**src/rtl/etcp_pkg.sv**
```systemverilog
// shared types and constants of the eeprom transfer chunk planner
`default_nettype none

package etcp_pkg;

    localparam int ADDR_W   = 17;
    localparam int LEN_W    = 9;
    localparam int DEV_W    = 7;
    localparam int OFFS_W   = 16;
    localparam int COUNT_W  = 8;
    localparam int BUF_W    = 8;
    localparam int PLOG_W   = 3;
    localparam int LIMIT_W  = 8;
    localparam int OP_W     = 2;
    localparam int CIDX_W   = 2;
    localparam int CDATA_W  = 8;

    localparam logic [OP_W-1:0] OP_BLOCK_WRITE = 2'd0;
    localparam logic [OP_W-1:0] OP_FILL_WRITE  = 2'd1;
    localparam logic [OP_W-1:0] OP_READ        = 2'd2;
    localparam logic [OP_W-1:0] OP_NONE        = 2'd3;

    localparam logic [CIDX_W-1:0] CFG_DEVICE_ADDRESS = 2'd0;
    localparam logic [CIDX_W-1:0] CFG_PAGE_SIZE_LOG2 = 2'd1;
    localparam logic [CIDX_W-1:0] CFG_CHUNK_LIMIT    = 2'd2;

    localparam logic [LEN_W-1:0]   MAX_LENGTH   = 9'd256;
    localparam logic [LIMIT_W-1:0] CHUNK_MIN    = 8'd16;
    localparam logic [LIMIT_W-1:0] CHUNK_MAX    = 8'd128;
    localparam logic [PLOG_W-1:0]  PLOG_MIN     = 3'd3;
    localparam logic [DEV_W-1:0]   BANK_SELECT  = 7'h04;
    localparam logic [ADDR_W-1:0]  BANK_BORDER  = 17'h10000;

    localparam logic [DEV_W-1:0]   RST_DEVICE_ADDRESS = 7'd80;
    localparam logic [PLOG_W-1:0]  RST_PAGE_SIZE_LOG2 = 3'd7;
    localparam logic [LIMIT_W-1:0] RST_CHUNK_LIMIT    = 8'd30;

    typedef struct packed {
        logic load;
        logic step;
    } t_ctl_cmd;

    typedef struct packed {
        logic last_chunk;
    } t_dp_status;

    typedef struct packed {
        logic                en;
        logic [CIDX_W-1:0]   index;
        logic [CDATA_W-1:0]  data;
    } t_cfg_wr;

endpackage

`default_nettype wire

```
**src/rtl/etcp_if.sv**
```systemverilog
// channel interfaces: request, descriptor and configuration write
`default_nettype none

interface etcp_req_if;
    logic                          valid;
    logic                          ready;
    logic [etcp_pkg::OP_W-1:0]     opcode;
    logic [etcp_pkg::ADDR_W-1:0]   start_address;
    logic [etcp_pkg::LEN_W-1:0]    length;

    modport source (output valid, output opcode, output start_address, output length,
                    input ready);
    modport sink   (input valid, input opcode, input start_address, input length,
                    output ready);
endinterface

interface etcp_desc_if;
    logic                          valid;
    logic                          ready;
    logic                          is_read;
    logic [etcp_pkg::DEV_W-1:0]    device_select;
    logic [etcp_pkg::OFFS_W-1:0]   mem_offset;
    logic [etcp_pkg::COUNT_W-1:0]  byte_count;
    logic [etcp_pkg::BUF_W-1:0]    buffer_offset;
    logic                          last;

    modport source (output valid, output is_read, output device_select, output mem_offset,
                    output byte_count, output buffer_offset, output last, input ready);
    modport sink   (input valid, input is_read, input device_select, input mem_offset,
                    input byte_count, input buffer_offset, input last, output ready);
endinterface

interface etcp_cfg_if;
    logic                          valid;
    logic                          ready;
    logic [etcp_pkg::CIDX_W-1:0]   index;
    logic [etcp_pkg::CDATA_W-1:0]  data;

    modport source (output valid, output index, output data, input ready);
    modport sink   (input valid, input index, input data, output ready);
endinterface

`default_nettype wire

```
**src/rtl/etcp_dp.sv**
```systemverilog
// datapath: configuration registers, chunk address and length counters, descriptor register
`default_nettype none

module etcp_dp (
    input  wire                            i_clk,
    input  wire                            i_rst_n,
    input  etcp_pkg::t_cfg_wr              i_cfg_wr,
    input  etcp_pkg::t_ctl_cmd             i_cmd,
    input  wire [etcp_pkg::OP_W-1:0]       i_opcode,
    input  wire [etcp_pkg::ADDR_W-1:0]     i_start_address,
    input  wire [etcp_pkg::LEN_W-1:0]      i_length,
    output etcp_pkg::t_dp_status           o_status,
    output logic                           o_is_read,
    output logic [etcp_pkg::DEV_W-1:0]     o_device_select,
    output logic [etcp_pkg::OFFS_W-1:0]    o_mem_offset,
    output logic [etcp_pkg::COUNT_W-1:0]   o_byte_count,
    output logic [etcp_pkg::BUF_W-1:0]     o_buffer_offset,
    output logic                           o_last
);

    logic [etcp_pkg::DEV_W-1:0]    r_cfg_dev;
    logic [etcp_pkg::PLOG_W-1:0]   r_cfg_plog;
    logic [etcp_pkg::LIMIT_W-1:0]  r_cfg_limit;

    logic [etcp_pkg::ADDR_W-1:0]   r_addr;
    logic [etcp_pkg::LEN_W-1:0]    r_len;
    logic [etcp_pkg::BUF_W-1:0]    r_buf;
    logic                          r_is_read;
    logic                          r_advance;
    logic [etcp_pkg::DEV_W-1:0]    r_dev;
    logic [etcp_pkg::PLOG_W-1:0]   r_plog;
    logic [etcp_pkg::LIMIT_W-1:0]  r_limit;

    logic [etcp_pkg::LIMIT_W-1:0]  limit_eff;
    logic [etcp_pkg::PLOG_W-1:0]   plog_eff;
    logic [etcp_pkg::LEN_W-1:0]    len_sat;
    logic [etcp_pkg::COUNT_W-1:0]  page;
    logic [etcp_pkg::COUNT_W-1:0]  room_w;
    logic [etcp_pkg::ADDR_W-1:0]   room;
    logic [etcp_pkg::COUNT_W-1:0]  cnt_lim;
    logic [etcp_pkg::COUNT_W-1:0]  cnt;
    logic [etcp_pkg::DEV_W-1:0]    sel;

    always_ff @(posedge i_clk) begin
        if (!i_rst_n) begin
            r_cfg_dev   <= etcp_pkg::RST_DEVICE_ADDRESS;
            r_cfg_plog  <= etcp_pkg::RST_PAGE_SIZE_LOG2;
            r_cfg_limit <= etcp_pkg::RST_CHUNK_LIMIT;
        end else if (i_cfg_wr.en) begin
            case (i_cfg_wr.index)
                etcp_pkg::CFG_DEVICE_ADDRESS: r_cfg_dev   <= i_cfg_wr.data[etcp_pkg::DEV_W-1:0];
                etcp_pkg::CFG_PAGE_SIZE_LOG2: r_cfg_plog  <= i_cfg_wr.data[etcp_pkg::PLOG_W-1:0];
                etcp_pkg::CFG_CHUNK_LIMIT:    r_cfg_limit <= i_cfg_wr.data;
                default: ;
            endcase
        end
    end

    always_comb begin
        if (r_cfg_limit < etcp_pkg::CHUNK_MIN) begin
            limit_eff = etcp_pkg::CHUNK_MIN;
        end else if (r_cfg_limit > etcp_pkg::CHUNK_MAX) begin
            limit_eff = etcp_pkg::CHUNK_MAX;
        end else begin
            limit_eff = r_cfg_limit;
        end
        plog_eff = (r_cfg_plog < etcp_pkg::PLOG_MIN) ? etcp_pkg::PLOG_MIN : r_cfg_plog;
        len_sat  = (i_length > etcp_pkg::MAX_LENGTH) ? etcp_pkg::MAX_LENGTH : i_length;
    end

    always_comb begin
        page    = 8'd1 << r_plog;
        room_w  = page - (r_addr[etcp_pkg::COUNT_W-1:0] & (page - 8'd1));
        if (r_is_read) begin
            room = etcp_pkg::BANK_BORDER - {1'b0, r_addr[etcp_pkg::OFFS_W-1:0]};
        end else begin
            room = {{(etcp_pkg::ADDR_W-etcp_pkg::COUNT_W){1'b0}}, room_w};
        end
        cnt_lim = (r_len < {1'b0, r_limit}) ? r_len[etcp_pkg::COUNT_W-1:0] : r_limit;
        cnt     = (room < {{(etcp_pkg::ADDR_W-etcp_pkg::COUNT_W){1'b0}}, cnt_lim})
                  ? room[etcp_pkg::COUNT_W-1:0] : cnt_lim;
        sel     = r_addr[etcp_pkg::ADDR_W-1] ? (r_dev | etcp_pkg::BANK_SELECT) : r_dev;
        o_status.last_chunk = (r_len == {1'b0, cnt});
    end

    always_ff @(posedge i_clk) begin
        if (i_cmd.load) begin
            r_addr    <= i_start_address;
            r_len     <= len_sat;
            r_buf     <= '0;
            r_is_read <= (i_opcode == etcp_pkg::OP_READ);
            r_advance <= (i_opcode != etcp_pkg::OP_FILL_WRITE);
            r_dev     <= r_cfg_dev;
            r_plog    <= plog_eff;
            r_limit   <= limit_eff;
        end else if (i_cmd.step) begin
            r_addr <= r_addr + {{(etcp_pkg::ADDR_W-etcp_pkg::COUNT_W){1'b0}}, cnt};
            r_len  <= r_len - {1'b0, cnt};
            r_buf  <= r_buf + cnt;
        end
    end

    always_ff @(posedge i_clk) begin
        if (i_cmd.step) begin
            o_is_read       <= r_is_read;
            o_device_select <= sel;
            o_mem_offset    <= r_addr[etcp_pkg::OFFS_W-1:0];
            o_byte_count    <= cnt;
            o_buffer_offset <= r_advance ? r_buf : '0;
            o_last          <= o_status.last_chunk;
        end
    end

endmodule

`default_nettype wire

```
**src/rtl/etcp_ctl.sv**
```systemverilog
// controller: request acceptance, chunk sequencing and descriptor valid
`default_nettype none

module etcp_ctl (
    input  wire                         i_clk,
    input  wire                         i_rst_n,
    input  wire                         i_req_valid,
    input  wire [etcp_pkg::OP_W-1:0]    i_req_opcode,
    input  wire [etcp_pkg::LEN_W-1:0]   i_req_length,
    input  wire                         i_desc_ready,
    input  etcp_pkg::t_dp_status        i_status,
    output logic                        o_req_ready,
    output logic                        o_desc_valid,
    output logic                        o_busy,
    output etcp_pkg::t_ctl_cmd          o_cmd
);

    typedef enum logic {
        S_IDLE,
        S_RUN
    } t_state;

    t_state r_state;
    t_state n_state;
    logic   r_desc_valid;
    logic   n_desc_valid;
    logic   req_fire;
    logic   can_step;

    assign o_req_ready  = (r_state == S_IDLE);
    assign o_desc_valid = r_desc_valid;
    assign o_busy       = (r_state == S_RUN);
    assign req_fire     = i_req_valid && o_req_ready;
    assign can_step     = !r_desc_valid || i_desc_ready;

    always_comb begin
        n_state      = r_state;
        n_desc_valid = r_desc_valid && !i_desc_ready;
        o_cmd.load   = 1'b0;
        o_cmd.step   = 1'b0;
        case (r_state)
            S_IDLE: begin
                if (req_fire && i_req_opcode != etcp_pkg::OP_NONE && i_req_length != '0) begin
                    o_cmd.load = 1'b1;
                    n_state    = S_RUN;
                end
            end
            S_RUN: begin
                if (can_step) begin
                    o_cmd.step   = 1'b1;
                    n_desc_valid = 1'b1;
                    if (i_status.last_chunk) begin
                        n_state = S_IDLE;
                    end
                end
            end
            default: n_state = S_IDLE;
        endcase
    end

    always_ff @(posedge i_clk) begin
        if (!i_rst_n) begin
            r_state      <= S_IDLE;
            r_desc_valid <= 1'b0;
        end else begin
            r_state      <= n_state;
            r_desc_valid <= n_desc_valid;
        end
    end

endmodule

`default_nettype wire

```
**src/rtl/eeprom_transfer_chunk_planner.sv**
```systemverilog
// top level of the eeprom transfer chunk planner
//
// usage: a request item (opcode, start_address, length) enters on i_req and is split
// into bus transactions; one descriptor item per transaction leaves on o_desc in
// address order, the final one with last set. writes are cut at the page size and the
// chunk limit, reads at every 64K border and the chunk limit. a fill write keeps
// buffer_offset at 0. opcode three or a length of 0 is taken and gives no descriptors.
// i_cfg writes device_address (0), page_size_log2 (1) and chunk_limit (2) whenever it
// is valid; write it only between requests.
// timing: a request is taken only when the chunk sequencer is idle. acceptance loads
// the chunk counters and each step registers the next descriptor, then one descriptor
// per cycle while o_desc.ready is high; the next request can enter once the final
// chunk has been stepped. the descriptor register parts the two sides: a new request
// can enter while the last descriptor still waits.
// a stalled receiver holds the sequencer on the current chunk with nothing lost.
// reset: synchronous, clears the sequencer and the descriptor valid and restores the
// register defaults 80, 7 and 30.
`default_nettype none

module eeprom_transfer_chunk_planner (
    input  wire           i_clk,
    input  wire           i_rst_n,
    etcp_req_if.sink      i_req,
    etcp_desc_if.source   o_desc,
    etcp_cfg_if.sink      i_cfg
);

    etcp_pkg::t_ctl_cmd   cmd;
    etcp_pkg::t_dp_status status;
    etcp_pkg::t_cfg_wr    cfg_wr;
    logic                 busy;

    assign i_cfg.ready  = 1'b1;
    assign cfg_wr.en    = i_cfg.valid;
    assign cfg_wr.index = i_cfg.index;
    assign cfg_wr.data  = i_cfg.data;

    etcp_ctl u_ctl (
        .i_clk        (i_clk),
        .i_rst_n      (i_rst_n),
        .i_req_valid  (i_req.valid),
        .i_req_opcode (i_req.opcode),
        .i_req_length (i_req.length),
        .i_desc_ready (o_desc.ready),
        .i_status     (status),
        .o_req_ready  (i_req.ready),
        .o_desc_valid (o_desc.valid),
        .o_busy       (busy),
        .o_cmd        (cmd)
    );

    etcp_dp u_dp (
        .i_clk           (i_clk),
        .i_rst_n         (i_rst_n),
        .i_cfg_wr        (cfg_wr),
        .i_cmd           (cmd),
        .i_opcode        (i_req.opcode),
        .i_start_address (i_req.start_address),
        .i_length        (i_req.length),
        .o_status        (status),
        .o_is_read       (o_desc.is_read),
        .o_device_select (o_desc.device_select),
        .o_mem_offset    (o_desc.mem_offset),
        .o_byte_count    (o_desc.byte_count),
        .o_buffer_offset (o_desc.buffer_offset),
        .o_last          (o_desc.last)
    );

`ifndef SYNTH
    a_no_req_while_busy: assert property (@(posedge i_clk) disable iff (!i_rst_n)
        busy |-> !i_req.ready)
        else $error("request taken while chunks remain");

    a_count_in_range: assert property (@(posedge i_clk) disable iff (!i_rst_n)
        o_desc.valid |-> (o_desc.byte_count != '0 && o_desc.byte_count <= etcp_pkg::CHUNK_MAX))
        else $error("descriptor byte count out of range");

    a_not_last_means_busy: assert property (@(posedge i_clk) disable iff (!i_rst_n)
        (o_desc.valid && !o_desc.last) |-> busy)
        else $error("sequencer idle before the final descriptor");

    a_load_only_idle: assert property (@(posedge i_clk) disable iff (!i_rst_n)
        cmd.load |-> (!busy && !cmd.step))
        else $error("load while sequencing");
`endif

endmodule

`default_nettype wire
```
**src/flat_wrapper.sv**
```systemverilog
// flat-port wrapper written by rule: the top's interface ports become plain ports
module eeprom_transfer_chunk_planner_flat 
  (i_clk, i_rst_n, i_req_valid, i_req_opcode, i_req_start_address, i_req_length, i_req_ready, o_desc_valid, o_desc_is_read, o_desc_device_select, o_desc_mem_offset, o_desc_byte_count, o_desc_buffer_offset, o_desc_last, o_desc_ready, i_cfg_valid, i_cfg_index, i_cfg_data, i_cfg_ready);
  etcp_req_if i_req_i ();
  etcp_desc_if o_desc_i ();
  etcp_cfg_if i_cfg_i ();
  input  wire i_clk;
  input  wire i_rst_n;
  input wire logic [$bits(i_req_i.valid)-1:0] i_req_valid;
  input wire logic [$bits(i_req_i.opcode)-1:0] i_req_opcode;
  input wire logic [$bits(i_req_i.start_address)-1:0] i_req_start_address;
  input wire logic [$bits(i_req_i.length)-1:0] i_req_length;
  output wire logic [$bits(i_req_i.ready)-1:0] i_req_ready;
  output wire logic [$bits(o_desc_i.valid)-1:0] o_desc_valid;
  output wire logic [$bits(o_desc_i.is_read)-1:0] o_desc_is_read;
  output wire logic [$bits(o_desc_i.device_select)-1:0] o_desc_device_select;
  output wire logic [$bits(o_desc_i.mem_offset)-1:0] o_desc_mem_offset;
  output wire logic [$bits(o_desc_i.byte_count)-1:0] o_desc_byte_count;
  output wire logic [$bits(o_desc_i.buffer_offset)-1:0] o_desc_buffer_offset;
  output wire logic [$bits(o_desc_i.last)-1:0] o_desc_last;
  input wire logic [$bits(o_desc_i.ready)-1:0] o_desc_ready;
  input wire logic [$bits(i_cfg_i.valid)-1:0] i_cfg_valid;
  input wire logic [$bits(i_cfg_i.index)-1:0] i_cfg_index;
  input wire logic [$bits(i_cfg_i.data)-1:0] i_cfg_data;
  output wire logic [$bits(i_cfg_i.ready)-1:0] i_cfg_ready;
  assign i_req_i.valid = i_req_valid;
  assign i_req_i.opcode = i_req_opcode;
  assign i_req_i.start_address = i_req_start_address;
  assign i_req_i.length = i_req_length;
  assign i_req_ready = i_req_i.ready;
  assign o_desc_valid = o_desc_i.valid;
  assign o_desc_is_read = o_desc_i.is_read;
  assign o_desc_device_select = o_desc_i.device_select;
  assign o_desc_mem_offset = o_desc_i.mem_offset;
  assign o_desc_byte_count = o_desc_i.byte_count;
  assign o_desc_buffer_offset = o_desc_i.buffer_offset;
  assign o_desc_last = o_desc_i.last;
  assign o_desc_i.ready = o_desc_ready;
  assign i_cfg_i.valid = i_cfg_valid;
  assign i_cfg_i.index = i_cfg_index;
  assign i_cfg_i.data = i_cfg_data;
  assign i_cfg_ready = i_cfg_i.ready;
  eeprom_transfer_chunk_planner u_core (.i_clk(i_clk), .i_rst_n(i_rst_n), .i_req(i_req_i), .o_desc(o_desc_i), .i_cfg(i_cfg_i));
endmodule
```
**config.mk**
```make
export PLATFORM = sky130hd
export DESIGN_NAME = eeprom_transfer_chunk_planner_flat
export DESIGN_NICKNAME = d
export VERILOG_FILES = /design/src/rtl/etcp_pkg.sv /design/src/rtl/etcp_if.sv /design/src/rtl/etcp_dp.sv /design/src/rtl/etcp_ctl.sv /design/src/rtl/eeprom_transfer_chunk_planner.sv /design/src/flat_wrapper.sv
export SDC_FILE = /design/constraint.sdc
export NUM_CORES = 1
export LEC_CHECK = 0
export BUFFER_PORTS_ARGS = -buffer_cell sky130_fd_sc_hd__buf_2
export CORE_UTILIZATION = 63
export DETAILED_ROUTE_END_ITERATION = 12
export HOLD_SLACK_MARGIN = 0.08
export PLACE_DENSITY = 0.85
export SLEW_MARGIN = 10
export SYNTH_ARGS = -nofsm -noshare
export SYNTH_HDL_FRONTEND = slang
export SYNTH_HIERARCHICAL = 1
export SYNTH_SLANG_ARGS = --single-unit
export TNS_END_PERCENT = 20
```
**constraint.sdc**
```tcl
create_clock -name i_clk -period 8.91 [get_ports i_clk]
set_input_delay 0.891 -clock i_clk [delete_from_list [all_inputs] [get_ports i_clk]]
set_output_delay 0.891 -clock i_clk [all_outputs]
set_load 0.01 [all_outputs]
```
==> Word level (Yosys, flattened, before mapping) <==
Index checks and enable logic that the tools add are counted.
W data, S select, Z words.
{ "word_totals": {"wordCells": 74, "out_inout_bits": 44, "reg_bits": 115, "inputBits": 43} }
{ "op_classes": {"n_eq_ne": 6, "reduce_logical": 14, "muxes": 18, "bitwise_logic": 2, "order_cmp": 6, "shift": 1, "n_addsub": 6} }
{ "ops": {"columns": ["cell", "count"], "rows": [
  ["$mux W17", 3],
  ["$mux W9", 3],
  ["$mux W8", 3],
  ["$add A17 B8 Y17", 1],
  ["$lt A17 B8 Y1", 1],
  ["$sub A17 B16 Y17 const A", 1],
  ["$eq A9 B8 Y1", 1],
  ["$gt A9 B9 Y1 const B", 1],
  ["$lt A9 B8 Y1", 1],
  ["$reduce_bool A9 Y1", 1],
  ["$sub A9 B8 Y9", 1],
  ["$add A8 B8 Y8", 1],
  ["$and A8 B8 Y8", 1],
  ["$gt A8 B8 Y1 const B", 1],
  ["$lt A8 B5 Y1 const B", 1],
  ["$mux W1", 8],
  ["$shl A1 B3 Y8 const A", 1],
  ["$sub A8 B1 Y8 const B", 1],
  ["$sub A8 B8 Y8", 1],
  ["$reduce_and A2 Y1", 3],
  ["$eq A2 B2 Y1 const B", 2],
  ["$logic_and A1 B1 Y1", 4],
  ["$lt A3 B2 Y1 const B", 1],
  ["$eq A2 B1 Y1 const B", 1],
  ["other kinds (9)", 10]
]} }

==> Longest topological paths before layout <==
{ "logic_depth": {"word_depth": 11, "mapped_depth": 32, "mapped_depth_nobuf": 31} }

==> Cells and area by module <==
The synthesis kept the hierarchy.
{ "modules_own_cells": {"columns": ["mod", "seq_area_each_um2", "area_per_inst_um2", "instances", "cells_per_inst"], "rows": [
  ["etcp_dp", 3133.0, 6496.2, 1, 614],
  ["etcp_ctl", 40.0, 125.1, 1, 15],
  ["eeprom_transfer_chunk_planner", 0.0, 11.3, 1, 2]
]} }

==> Worst setup path after synthesis <==
No wires, ideal clock.
{ "synth_timing": {"path_type": "reg-to-reg", "from": "register u_core/u_dp/r_plog[2] (netlist name)", "to": "register u_core/u_dp/r_buf[7] (netlist name)", "t_required_ps": 8787, "path_slack_ps": 2842, "stages_incl_launch_ff": 28, "path_buffers": 2, "period_less_slack_ps": 6068, "arrival_ps": 5945, "cell_sequence": "edfxtp_1 clkbuf_1 nor2_1 mux2i_1 ha_1 or3_1 a21o_1 a21oi_1 o21ai_1 a21oi_1 xor2_1 o21ai_1 inv_1 ha_1 a21o_4 a2111oi_4 o311a_2 nand2_1 clkbuf_1 a21oi_1 ha_1 a21o_1 a21oi_1 o21ai_1 o41a_1 or3_1 o2111ai_1 mux2_1"} }
{ "synth_via": {"elab_chain_cells": 8} }
{ "synth_lines": {"columns": ["item", "line", "text"], "rows": [
  ["start, declared", "etcp_dp.sv:31", "logic [etcp_pkg::PLOG_W-1:0] r_plog;"],
  ["start signal, assigned", "etcp_dp.sv:94", "r_plog <= plog_eff;"],
  ["$shl A1 B3 Y8 *", "etcp_dp.sv:72", "page = 8'd1 << r_plog;"],
  ["$sub A8 B1 Y8", "etcp_dp.sv:73", "room_w = page - (r_addr[etcp_pkg::COUNT_W-1:0] & (page - 8'd1));"],
  ["$and A8 B8 Y8", "etcp_dp.sv:73", null],
  ["$sub A8 B8 Y8 *", "etcp_dp.sv:73", null],
  ["$mux W17 *", "etcp_dp.sv:74", "if (r_is_read) begin"],
  ["$lt A17 B8 Y1", "etcp_dp.sv:80", "cnt = (room < {{(etcp_pkg::ADDR_W-etcp_pkg::COUNT_W){1'b0}}, cnt_lim})"],
  ["$mux W8 *", "etcp_dp.sv:81", "? room[etcp_pkg::COUNT_W-1:0] : cnt_lim;"],
  ["net u_core.u_dp.cnt, one bit", "etcp_dp.sv:41", "logic [etcp_pkg::COUNT_W-1:0] cnt;"],
  ["$add A8 B8 Y8 *", "etcp_dp.sv:99", "r_buf <= r_buf + cnt;"],
  ["end signal, assigned", "etcp_dp.sv:99", null],
  ["end, declared", "etcp_dp.sv:27", "logic [etcp_pkg::BUF_W-1:0] r_buf;"]
]} }
Mark *: on every way through the listed nets, which the timed path passes. The rest lies on a longest branch.
A chain may end at the register's enable or synchronous reset.

==> Worst setup path after layout <==
{ "layout_timing": {"from": "register u_core/u_dp/r_plog[2] (netlist name)", "to": "register u_core/u_dp/r_addr[14] (netlist name), data pin"} }
{ "layout_via": {"elab_chain_cells": 10} }
{ "layout_lines": {"columns": ["item", "line", "text"], "rows": [
  ["$shl A1 B3 Y8 *", "etcp_dp.sv:72", null],
  ["$sub A8 B1 Y8", "etcp_dp.sv:73", null],
  ["$and A8 B8 Y8", "etcp_dp.sv:73", null],
  ["$sub A8 B8 Y8 *", "etcp_dp.sv:73", null],
  ["$mux W17 *", "etcp_dp.sv:74", null],
  ["$lt A17 B8 Y1", "etcp_dp.sv:80", null],
  ["$mux W8 *", "etcp_dp.sv:81", null],
  ["net u_core.u_dp.cnt, one bit", "etcp_dp.sv:41", null],
  ["$add A17 B8 Y17 *", "etcp_dp.sv:97", "r_addr <= r_addr + {{(etcp_pkg::ADDR_W-etcp_pkg::COUNT_W){1'b0}}, cnt};"],
  ["$mux W17 *", "etcp_dp.sv:96", "end else if (i_cmd.step) begin"],
  ["$mux W17 *", "etcp_dp.sv:87", "if (i_cmd.load) begin"],
  ["end signal, assigned", "etcp_dp.sv:88", "r_addr <= i_start_address;"],
  ["end signal, assigned", "etcp_dp.sv:97", null],
  ["end, declared", "etcp_dp.sv:25", "logic [etcp_pkg::ADDR_W-1:0] r_addr;"]
]} }
Mark *: on every way through the listed nets, which the timed path passes. The rest lies on a longest branch. The select of a mux whose other input is x is not followed.

==> impl_metrics.tcl <==
set metrics [dict create \
    syn_to_final_growth_pct 16.39 \
    worst-slew-pin-transition_ns 0.9053 \
    grt_max_degree 88 \
    vias 5186 \
    min_delay_path_depth 0 \
    hp-class "reg2reg" \
    ys_ff_latch 115 \
    leakage_nw 3.189 \
    utilization 0.7512 \
    cp_slowest_cell "edfxtp_1" \
    post-route-period-util 0.7849 \
    overflow 0 \
    route.detailed.drc 0 \
    place_hpwl_um 10250 \
    synth_fp_nets 720 \
    clkSinkCount 115 \
    cp-end-kind "register" \
    layout.nets 799 \
    grt_use_total 0.2863 \
    p_per_area_mw_per_mm2 397.4 \
    slew_headroom 0.3965 \
    setup.worst_path.class "reg2reg" \
    yosys.area.top_type "edfxtp_1" \
    post_cts_buffers 0 \
    core_area_mm2 0.01028 \
    max_freq_mhz 143.0 \
    fin_setup_tns_ns 0 \
    wl_per_cell_um 17.81 \
    grt_first_pass_wirelength_um 24380 \
    muxShareOfSynthArea 0.05791 \
    slew_viol_final 0 \
    rsz0062_at_grt "false" \
    clock_path_buffers 2 \
    synthXorXnorAreaFrac 0.03565 \
    crit_arrival_ns 7.26 \
    crit_top_cell "o21ai_1" \
    synthFlopType "edfxtp_1" \
    clk_latency_ns 0.52 \
    skew_ns 0.008137 \
    finalNonFillerCells 859 \
    hold_buffers 0 \
    dp.cells 827 \
    startpoint_type "register" \
    netlist_top_cells_area "edfxtp_1 39%, dfxtp_1 8.5%, ha_1 8.1%" \
    antenna_found_initial 0 \
    cts_tree "built" \
    portBuffers 85 \
    cts-root-buf "clkbuf_8" \
    drive_gt1_frac 0.1867 \
    drtPass1Iterations 6 \
    start_util 0.6454 \
    rows 37 \
    vias_per_cell 6.037 \
    die_area_mm2 0.01094 \
    synth_top_family_by_area "simple AND/OR/NAND/NOR gates" \
    wirelength_um 15300 \
    peakVddDrop_uv 182.7 \
    cts_buffers 17 \
    final_antenna_net_count 0 \
    period_needed_ns 6.993 \
    startpoint "u_core/u_dp/r_plog[2]" \
    ys_async_sr_fraction 0 \
    htree_num_levels 4 \
    hp-start "u_core/u_dp/r_dev[4]" \
    worst_hold_slack_ns 0.4182 \
    synth_compound_area_frac 0.1256 \
    synth_fa_ha_area_frac 0.09017 \
    synth-edff-count 87 \
    synth.yosys.warnings 6 \
    max_stage_delay_ns 0.58 \
    drv_cap 0 \
    status "completed" \
    rrSetupSlack_ns 1.92 \
    fillers 723 \
    grt_pass1_vias 5096 \
    layout_commonest_cell "edfxtp_1" \
    ios 87 \
    required_ns 9.17 \
    hold_viol_final 0 \
    ys_seq_area_frac 0.4784 \
    die_h_um 104.6 \
    synthSimpleGateAreaFrac 0.1734 \
    final_cell_mix "87 x edfxtp_1, 85 x buf_2, 57 x nand2_1, 43 x ha_1, 39 x nor2_1" \
    r2r-start "u_core/u_dp/r_plog[2]" \
    syn_inst 631 \
    antenna_cells 0 \
    cts.clk_slew.worst_paths_ns 0.06 \
    syn_avg_cell_area_um2 10.51 \
    ys_types 69 \
    rr_worst_depth 29 \
    setup_viol 0 \
    synth_top_area_share 0.3939 \
    die_width_um 104.6 \
    path_max_fanout 18 \
    drtIter0Drc 370 \
    gp_congestion 0.8690 \
    synth_area_mm2 0.006633 \
    cts_resized 0 \
]
path summary, 6_finish.rpt:
path                                    endpoint
hold / removal    u_core/u_dp/o_device_select[4]
setup reg to reg          u_core/u_dp/r_addr[14]
setup / recovery          u_core/u_dp/r_addr[14]
hold reg to reg   u_core/u_dp/o_device_select[4]
layout make-up:
cell class | count | area (um2) | share of cell area
flip-flops and latches | 115 | 3173 | 0.4110
clock inverters | 14 | 132.6 | 0.01718
well taps | 136 | 170.2 | 0.02204
inverters | 38 | 142.6 | 0.01848
multi-input cells | 450 | 3214 | 0.4164
clock buffers | 18 | 439.2 | 0.05689
repair buffers | 88 | 447.9 | 0.05802
per-layer routing:
| layer | GRT usage | vias to the layer above | part of all wire |
|---|---|---|---|
| li1 | - | 2464 | - |
| met1 | 0.3588 | 2443 | 0.42 |
| met2 | 0.4730 | 239 | 0.48 |
| met3 | 0.06301 | 40 | 0.066 |
| met4 | 0.1338 | 0 | 0.026 |
| met5 | 0 | - | 0 |
kinds of logic after synthesis:
group | Yosys count
buffers and inverters | 66
and+or+nand+nor | 214
DFF | 115
other | 1
adders and majority gates | 46
muxes | 38
xor gates and xnor gates | 27
AOI/OAI and AO/OA | 124
cells in the mapped netlist (all sizes together) (4+ instances only):
cell and number:
edfxtp 87, nand2 57, ha 43, nor2 40
inv 38, mux2i 35, o21ai 35, dfxtp 28
a21oi 26, nor2b 26, clkbuf 19, nand3 17
xor2 14, xnor2 13, and2 12, nor3 11
a21o 9, buf 9, and3 7, nand2b 7
nor4 6, o21a 6, o31ai 6, a211oi 5
a21boi 5, o22ai 5, and4 4, nand4 4
nor3b 4
state kept, by name, summed over array words and instances, names as in the netlist:
| register | count |
|---|---|
| u_core/u_dp/r_dev | 7 |
| u_core/u_ctl/o_desc_valid | 1 |
| u_core/u_dp/o_device_select | 7 |
| u_core/u_ctl/o_busy | 1 |
| u_core/u_dp/r_cfg_limit | 8 |
| u_core/u_dp/o_buffer_offset | 8 |
| u_core/u_dp/r_len | 9 |
| u_core/u_dp/o_last | 1 |
| u_core/u_dp/r_advance | 1 |
| u_core/u_dp/o_mem_offset | 16 |
| u_core/u_dp/r_addr | 17 |
| u_core/u_dp/r_plog | 3 |
| u_core/u_dp/o_is_read | 1 |
| u_core/u_dp/r_is_read | 1 |
| u_core/u_dp/r_limit | 8 |
| u_core/u_dp/r_cfg_plog | 3 |
| u_core/u_dp/o_byte_count | 8 |
| u_core/u_dp/r_buf | 8 |
| u_core/u_dp/r_cfg_dev | 7 |
power by group:
group	internal [mW]	switching, mW	total [mW]
clock network	0.372	0.276	0.648
logic	0.643	0.860	1.50
registers	0.770	0.147	0.916
stage by stage:
step                      area [um2]  setup slack [ns]  power [mW]
after floorplan                 6633             2.842       2.003
after global placement          7148             2.464       2.283
after detailed placement        7148             2.199       2.359
after CTS                       7720             2.046       3.049
after global routing            7720             1.436       3.250
final                           7720             1.917       3.068
worst max-delay path, delay by kind of cell, from the launching register on:
family | cells | cell delay [ns]
mux | 1 | 0.13
compound gates | 15 | 3.22
fa+ha+maj | 4 | 1.23
buf+inv | 2 | 0.14
flops | 1 | 0.58
simple gates | 6 | 1.34
xor+xnor | 1 | 0.09
(Power assumes the default switching activity.)
